File: src/hw/rtl/swrm_pkg.sv
// ----------------------------------------------------------------------------
// swrm_pkg
// Shared constants, types and codes of the sliding-window rate meter.
// ----------------------------------------------------------------------------
`timescale 1ns / 1ps
`default_nettype none

package swrm_pkg;

   // channels and rings
   localparam int CHANNELS   = 2;
   localparam int RING_DEPTH = 64;
   localparam int CH_W       = $clog2(CHANNELS);
   localparam int PTR_W      = $clog2(RING_DEPTH);
   localparam int CNT_W      = $clog2(RING_DEPTH + 1);
   localparam int MEM_DEPTH  = CHANNELS * RING_DEPTH;
   localparam int ADDR_W     = CH_W + PTR_W;

   // field widths
   localparam int TIME_W   = 32;
   localparam int AMOUNT_W = 20;
   localparam int SUM_W    = 32;
   localparam int RATE_W   = 32;
   localparam int WIN_W    = 20;
   localparam int MAXE_W   = 7;
   localparam int ENTRY_W  = TIME_W + AMOUNT_W;

   // stream widths
   localparam int REQ_DATA_W = 56;
   localparam int REQ_USER_W = 2;
   localparam int RSP_DATA_W = 40;

   // rate arithmetic
   localparam int SCALE_W    = 10;
   localparam int NUM_W      = SUM_W + SCALE_W;
   localparam int DEN_W      = TIME_W;
   localparam int STEP_W     = $clog2(NUM_W);
   localparam int RATE_SCALE = 1000;
   localparam int MIN_AGE_MS = 1000;

   // configuration registers
   localparam int CSR_ADDR_W = 1;
   localparam int CSR_DATA_W = 20;
   localparam logic [CSR_ADDR_W-1:0] CSR_WINDOW_MS   = 1'd0;
   localparam logic [CSR_ADDR_W-1:0] CSR_MAX_ENTRIES = 1'd1;
   localparam logic [WIN_W-1:0]      WINDOW_MS_RESET   = WIN_W'(10000);
   localparam logic [MAXE_W-1:0]     MAX_ENTRIES_RESET = MAXE_W'(64);

   // operation codes
   localparam logic OP_RECORD = 1'b0;
   localparam logic OP_QUERY  = 1'b1;

   typedef enum logic [3:0] {
      ST_IDLE,
      ST_DECODE,
      ST_READ,
      ST_CHECK,
      ST_REC_WRITE,
      ST_MUL,
      ST_DIV_GO,
      ST_DIV_WAIT,
      ST_FINISH
   } swrm_state_type;

   typedef struct packed {
      logic latch_item;
      logic rd_head;
      logic drop;
      logic rec_write;
      logic mul_load;
      logic div_start;
      logic out_load;
   } swrm_cmd_type;

   typedef struct packed {
      logic op_query;
      logic ring_full;
      logic ring_empty;
      logic last_entry;
      logic evict;
      logic div_done;
      logic out_busy;
   } swrm_status_type;

endpackage

`default_nettype wire

File: src/hw/rtl/swrm_ctrl.sv
// ----------------------------------------------------------------------------
// swrm_ctrl
// Sequencer for record and query items of the rate meter.
// ----------------------------------------------------------------------------
`timescale 1ns / 1ps
`default_nettype none

module swrm_ctrl (
   input  wire logic                     clock,
   input  wire logic                     reset,
   input  wire logic                     req_tvalid,
   output logic                          req_tready,
   input  wire swrm_pkg::swrm_status_type status,
   output swrm_pkg::swrm_cmd_type        cmd
);

   swrm_pkg::swrm_state_type state_ff, state_in;

   always_ff @(posedge clock) begin
      if (reset) begin
         state_ff <= swrm_pkg::ST_IDLE;
      end else begin
         state_ff <= state_in;
      end
   end

   always_comb begin
      state_in   = state_ff;
      cmd        = '0;
      req_tready = 1'b0;
      unique case (state_ff)
         swrm_pkg::ST_IDLE: begin
            req_tready = 1'b1;
            if (req_tvalid) begin
               cmd.latch_item = 1'b1;
               state_in       = swrm_pkg::ST_DECODE;
            end
         end
         swrm_pkg::ST_DECODE: begin
            if (status.op_query) begin
               state_in = status.ring_empty ? swrm_pkg::ST_FINISH : swrm_pkg::ST_READ;
            end else begin
               state_in = status.ring_full ? swrm_pkg::ST_READ : swrm_pkg::ST_REC_WRITE;
            end
         end
         swrm_pkg::ST_READ: begin
            cmd.rd_head = 1'b1;
            state_in    = swrm_pkg::ST_CHECK;
         end
         swrm_pkg::ST_CHECK: begin
            if (!status.op_query) begin
               // full ring: the oldest entry makes room
               cmd.drop = 1'b1;
               state_in = swrm_pkg::ST_REC_WRITE;
            end else if (status.evict) begin
               cmd.drop = 1'b1;
               state_in = status.last_entry ? swrm_pkg::ST_FINISH : swrm_pkg::ST_READ;
            end else begin
               state_in = swrm_pkg::ST_MUL;
            end
         end
         swrm_pkg::ST_REC_WRITE: begin
            cmd.rec_write = 1'b1;
            state_in      = swrm_pkg::ST_IDLE;
         end
         swrm_pkg::ST_MUL: begin
            cmd.mul_load = 1'b1;
            state_in     = swrm_pkg::ST_DIV_GO;
         end
         swrm_pkg::ST_DIV_GO: begin
            cmd.div_start = 1'b1;
            state_in      = swrm_pkg::ST_DIV_WAIT;
         end
         swrm_pkg::ST_DIV_WAIT: begin
            if (status.div_done) begin
               state_in = swrm_pkg::ST_FINISH;
            end
         end
         swrm_pkg::ST_FINISH: begin
            if (!status.out_busy) begin
               cmd.out_load = 1'b1;
               state_in     = swrm_pkg::ST_IDLE;
            end
         end
         default: begin
            state_in = swrm_pkg::ST_IDLE;
         end
      endcase
   end

endmodule

`default_nettype wire

File: config.mk
export PLATFORM = sky130hd
export DESIGN_NAME = swrm_ctrl
export DESIGN_NICKNAME = d
export VERILOG_FILES = /design/src/hw/rtl/swrm_pkg.sv /design/src/hw/rtl/swrm_ctrl.sv
export SDC_FILE = /design/constraint.sdc
export NUM_CORES = 1
export LEC_CHECK = 0
export BUFFER_PORTS_ARGS = -buffer_cell sky130_fd_sc_hd__buf_2
export CELL_PAD_IN_SITES_DETAIL_PLACEMENT = 1
export CELL_PAD_IN_SITES_GLOBAL_PLACEMENT = 1
export CORE_MARGIN = 1.5
export CORE_UTILIZATION = 29
export DETAILED_ROUTE_END_ITERATION = 8
export PLACE_DENSITY = 0.83
export RECOVER_POWER = 25
export SYNTH_ARGS = -nofsm -noshare
export SYNTH_HDL_FRONTEND = slang
export SYNTH_SLANG_ARGS = --single-unit
File: constraint.sdc
create_clock -name clock -period 1.4 [get_ports clock]
set_input_delay 0.07 -clock clock [delete_from_list [all_inputs] [get_ports clock]]
set_output_delay 0.07 -clock clock [all_outputs]
set_load 0.005 [all_outputs]
==> results of run 1 <==
==> cell families (layout without fill, tap and decap cells) <==
kind of cell           Yosys count  after routing  share of synthesized area [%]
AOI/OAI and AO/OA               15             15                           28.0
and+or+nand+nor                 28             28                           43.6
DFF                              4              4                           20.4
buffers and inverters            7             34                           7.96
==> area by class of cell <==
class / count / area share, %
inverters: 3 / 1.71
multi-input cells: 43 / 49.0
repair buffers: 28 / 29.0
well taps: 15 / 2.85
clock buffers: 3 / 3.42
flip-flops and latches: 4 / 14.0
==> final timing paths <==
path	from	endpoint	slack, ns	depth (start not counted)
min	reset	state_ff[2]	0.07	2
min reg2reg	state_ff[3]	state_ff[0]	0.59	2
max	state_ff[1]	cmd[4]	0.02	4
max reg2reg	state_ff[2]	state_ff[1]	0.08	3
==> metal layers <==
layer	GRT usage [%]	part of all wire (%)
met5	0	0
met4	2.59	0.53
met3	6.82	3.1
met2	35.2	53
met1	20.6	43
==> Yosys cell counts, types with 2 or more instances <==
| master | instances |
|---|---|
| inv_1 | 3 |
| dfxtp_1 | 4 |
| nand4b_1 | 2 |
| a211o_1 | 2 |
| a21boi_0 | 3 |
| nor2_1 | 4 |
| buf_2 | 4 |
| nor3b_1 | 2 |
| o21ai_0 | 3 |
| nor2b_1 | 2 |
| nor3_1 | 3 |
| nand3_1 | 3 |
| nand2_1 | 4 |
==> worst register-to-register path: stages, from the launching register on <==
cell,delay [ns]
dfxtp_4,0.38
buf_4,0.15
or4_1,0.52
a31oi_1,0.19
==> power groups by stage <==
| stage | clock network, mW | registers [mW] | logic (mW) |
|---|---|---|---|
| after global placement | 0 | 0.145 | 0.160 |
| after global routing | 0.159 | 0.157 | 0.239 |
| after detailed placement | 0 | 0.148 | 0.165 |
| after floorplan | 0 | 0.137 | 0.100 |
| final | 0.149 | 0.155 | 0.220 |
| after CTS | 0.152 | 0.154 | 0.179 |
==> repair_timing <==
item                       4_1_cts  5_1_grt
gates resized for setup          8       10
pin swaps                        2        2
setup endpoints to repair        3        5
buffers inserted                 1        4
==> stage by stage <==
stage / instance area, um^2 / setup TNS [ns] / instances / util [%]
3_5_place_dp: 522 / 0 / 88 / 40.6
6_report: 659 / 0 / 96 / 51.3
5_1_grt: 659 / -0.0559 / 96 / 51.3
3_3_place_gp: 522 / 0 / 88 / 40.6
4_1_cts: 583 / 0 / 92 / 45.4
2_1_floorplan: 393 / 0 / 54 / -
==> metrics, run 1 <==
pins over their slew limit 0; WP data required 1.33 ns; CP endpoint kind primary output; grt ovf 0; die area 0.00158 mm^2; Hold Path Class primary input to flop; fin nets 93; CTS Sinks 4; Top reg by flops state_ff; CP Cell Sequence buf_6 > and4bb_2 > a21boi_2 > buf_2; leak pwr 0.286 nW; Multi-input gate area 323 um^2; P_sw 181 uW; clock power share 28.4%; Syn Area/Cell 7.28 um^2; Post-CTS Hold Fix Bufs 0; Max H-tree Level 1; Mapped Cells 54; CTS tree yes; CP Buf/Inv Count 2; CTS buffer count 3; Core Area 0.00128 mm^2; Comb pwr share 42.0%; Hold WS 0.0708 ns; Root Driver clkbuf_4; pwr/cell area 794 mW/mm^2; # diodes 0; worst slew pin tran 0.273 ns; main area contributors after synthesis dfxtp_1, a21boi_0, buf_2, a211o_1, nand4b_1; commonest cells after routing, fill and taps aside buf_2, buf_4, nand2_1, nor2_1; Worst Skew 0.0000752 ns; die height 39.8 um; DRC viols 0; Max Cap Viol 0; final worst slack 0.0201 ns; Tmin final 1.38 ns; critical path fanouts, max 10; 1st-pass router iterations 3; Rows 13; Post-Synthesis Cell Area 393 um^2; initial antenna violation count 0; Synthesis Warnings 0; Port Buffer Count 17; post-route clock period utilization 98.6%; status complete, no violations; Seq cells post-synth 4; Crit path max-delay family flip-flops; Initial Util 30.6%; slew margin rel. 81.5%; clock-pin slew on the worst setup and hold paths 0.04 ns; Switching Fraction 34.6%; number of setup violations in the final report 0; EDFF count, synth 0; Final Hold Violating Endpoints 0; Detailed Route Iter0 Violations 12; GRT Util Overall 19.0%; die width 39.8 um; total power 524 uW; CP max-delay cell dfxtp_4; top-level port count 18; maximum clock frequency 0.725 GHz; RSZ-0062 raised after global routing yes; max reg flops 4; Max stage delay on crit path 0.39 ns; Worst Path Class, Setup flop to primary output; dpl ws 0.0547 ns; ANT nets after route 0; clock latency on the worst-skew pair 0.24 ns; Arr. time, crit path 1.31 ns; top cell type's share of synthesized area 20.4%; DR WL/cell 15.7 um; synth unique cells 28; Top FF cell, synth dfxtp_1; sequential power share 29.6%; dpl hpwl 987 um; number of global-route vias before repair 441; largest net degree at the start of global routing 13; register area share after synthesis 20.4%; commonest non-fill, non-tap cell in the layout buf_2; vias per cell 5.48; Layout area overhead 67.8%; vias 526; biggest regs state_ff x4; worst vdd ir 0.332 mV; Reg area 92.6 um^2; Post-synth ARST share 0%; internal power 343 uW; area leader, netlist dfxtp_1; filler cell count 169; clk buf depth 2; Synth Net Count 64; layout cell share with drive strength beyond 1 51.9%; first-pass GRT wire length 1.94 mm; detailed-route wire length 1.50 mm; startpoint types flop; routability cong. 0.810
(Power assumes the default switching activity.)
==> inputs of run 2 (changes only) <==
- MAX_ROUTING_LAYER: unset -> met4
==> metrics, run 2 (synthesized netlist as in run 1, its figures left out) <==
number of global-route vias before repair 441 (unchanged); Hold Path Class primary input to flop (unchanged); grt ovf 0 (unchanged); Port Buffer Count 17 (unchanged); Detailed Route Iter0 Violations 10 (was 12); Reg area 92.6 um^2 (unchanged); slew margin rel. 81.3% (was 81.5%); Top reg by flops state_ff (unchanged); largest net degree at the start of global routing 13 (unchanged); total power 524 uW (about the same); ANT nets after route 0 (unchanged); GRT Util Overall 19.5% (was 19.0%); number of setup violations in the final report 0 (unchanged); startpoint types flop (unchanged); clock latency on the worst-skew pair 0.24 ns (about the same); WP data required 1.33 ns (about the same); CP max-delay cell dfxtp_4 (unchanged); Arr. time, crit path 1.31 ns (about the same); CTS Sinks 4 (unchanged); fin nets 93 (unchanged); commonest cells after routing, fill and taps aside buf_2, buf_4, nand2_1, nor2_1 (unchanged); Layout area overhead 67.8% (unchanged); RSZ-0062 raised after global routing yes (unchanged); detailed-route wire length 1.52 mm (was 1.50 mm); CTS tree yes (unchanged); Max Cap Viol 0 (unchanged); clock-pin slew on the worst setup and hold paths 0.04 ns (about the same); Hold Crit Endpoint state_ff[2] (unchanged); Worst Skew 0.000345 ns (was 0.0000752 ns); reg2reg end state_ff[1] (unchanged); clk buf depth 2 (unchanged); GR Layer Usage met1 20.6% (unchanged); Max H-tree Level 1 (unchanged); Setup TNS 0 ns (unchanged); worst setup path startpoint state_ff[1] (unchanged); CP Cell Sequence buf_6 > and4bb_2 > a21boi_2 > buf_2 (unchanged); vias 536 (was 526); die height 39.8 um (unchanged); met2 usage 35.2% (unchanged); Final Hold Violating Endpoints 0 (unchanged); Worst Path Class, Setup flop to primary output (unchanged); Max stage delay on crit path 0.38 ns (was 0.39 ns); filler cell count 169 (unchanged); DR WL/cell 15.8 um (was 15.7 um); # diodes 0 (unchanged); FF-to-FF Start state_ff[2] (unchanged); met3 Use GR 6.82% (unchanged); Tmin final 1.38 ns (about the same); post-route clock period utilization 98.6% (about the same); commonest non-fill, non-tap cell in the layout buf_2 (unchanged); pwr/cell area 795 mW/mm^2 (was 794 mW/mm^2); CP endpoint kind primary output (unchanged); leak pwr 0.286 nW (unchanged); Hold Crit Start reset (unchanged); worst vdd ir 0.334 mV (was 0.332 mV); max reg flops 4 (unchanged); Rows 13 (unchanged); DRC viols 0 (unchanged); maximum clock frequency 0.725 GHz (about the same); Root Driver clkbuf_4 (unchanged); CTS buffer count 3 (unchanged); initial antenna violation count 0 (unchanged); first-pass GRT wire length 1.94 mm (unchanged); CP Buf/Inv Count 2 (unchanged); top-level port count 18 (unchanged); 1st-pass router iterations 3 (unchanged); vias per cell 5.58 (was 5.48); dpl hpwl 987 um (unchanged); Crit path max-delay family flip-flops (unchanged); status complete, no violations (unchanged); routability cong. 0.822 (was 0.810); R2R setup slack 0.08 ns (about the same); Post-CTS Hold Fix Bufs 0 (unchanged); Core Area 0.00128 mm^2 (unchanged); worst slew pin tran 0.276 ns (was 0.273 ns); layout cell share with drive strength beyond 1 51.9% (unchanged); die area 0.00158 mm^2 (unchanged); die width 39.8 um (unchanged); pins over their slew limit 0 (unchanged); Hold Path Depth 2 (unchanged); Initial Util 30.6% (unchanged); Multi-input gate area 323 um^2 (unchanged); critical path fanouts, max 10 (unchanged); biggest regs state_ff x4 (unchanged); gr busiest metal met2 (unchanged); worst r2r path cells 3 (unchanged)
## run 2: cell counts in the layout (fill, tap and decap cells not counted)
Identical to the previous run, type by type.
## run 2: worst max-delay path by stage
stage                   to  cells after the start
2_1_floorplan  state_ff[1]                      3
3_3_place_gp   state_ff[3]                      3
3_5_place_dp   state_ff[3]                      4
4_1_cts             cmd[4]                      4
5_1_grt             cmd[6]                      4
6_report            cmd[4]                      4
## run 2: power by group
part / internal, mW / switching (mW) / total, mW
Combinational: 0.119 / 0.101 / 0.220
Clock: 0.0963 / 0.0531 / 0.149
Sequential: 0.128 / 0.0275 / 0.155
## run 2: layout make-up
cell class                 instances  share of cell area [%]
timing repair buffer              28                    29.0
inverter                           3                    1.71
sequential                         4                    14.0
multi-input combinational         43                    49.0
clock buffer                       3                    3.42
tap                               15                    2.85
## run 2: routing by layer
| layer | share of wire (%) | vias up |
|---|---|---|
| li1 | - | 262 |
| met5 | 0 | - |
| met2 | 54 | 6 |
| met4 | 0.53 | 0 |
| met3 | 3.1 | 2 |
| met1 | 42 | 266 |
## run 2: stage by stage
step	setup WS (ns)	area [um^2]	util (%)	std cells	hold WS, ns
5_1_grt	-0.0437	659	51.3	96	0.0643
3_3_place_gp	0.119	522	40.6	88	0.317
2_1_floorplan	0.259	393	-	54	0.139
6_report	0.0201	659	51.3	96	0.0701
4_1_cts	0.00571	583	45.4	92	0.0585
3_5_place_dp	0.0547	522	40.6	88	0.315
## run 2: repair_timing
item	CTS	global route
gates cloned	0	0
endpoints found under the setup margin	3	5
setup buffers	1	4
pin swaps	2	2
resized for setup	8	10
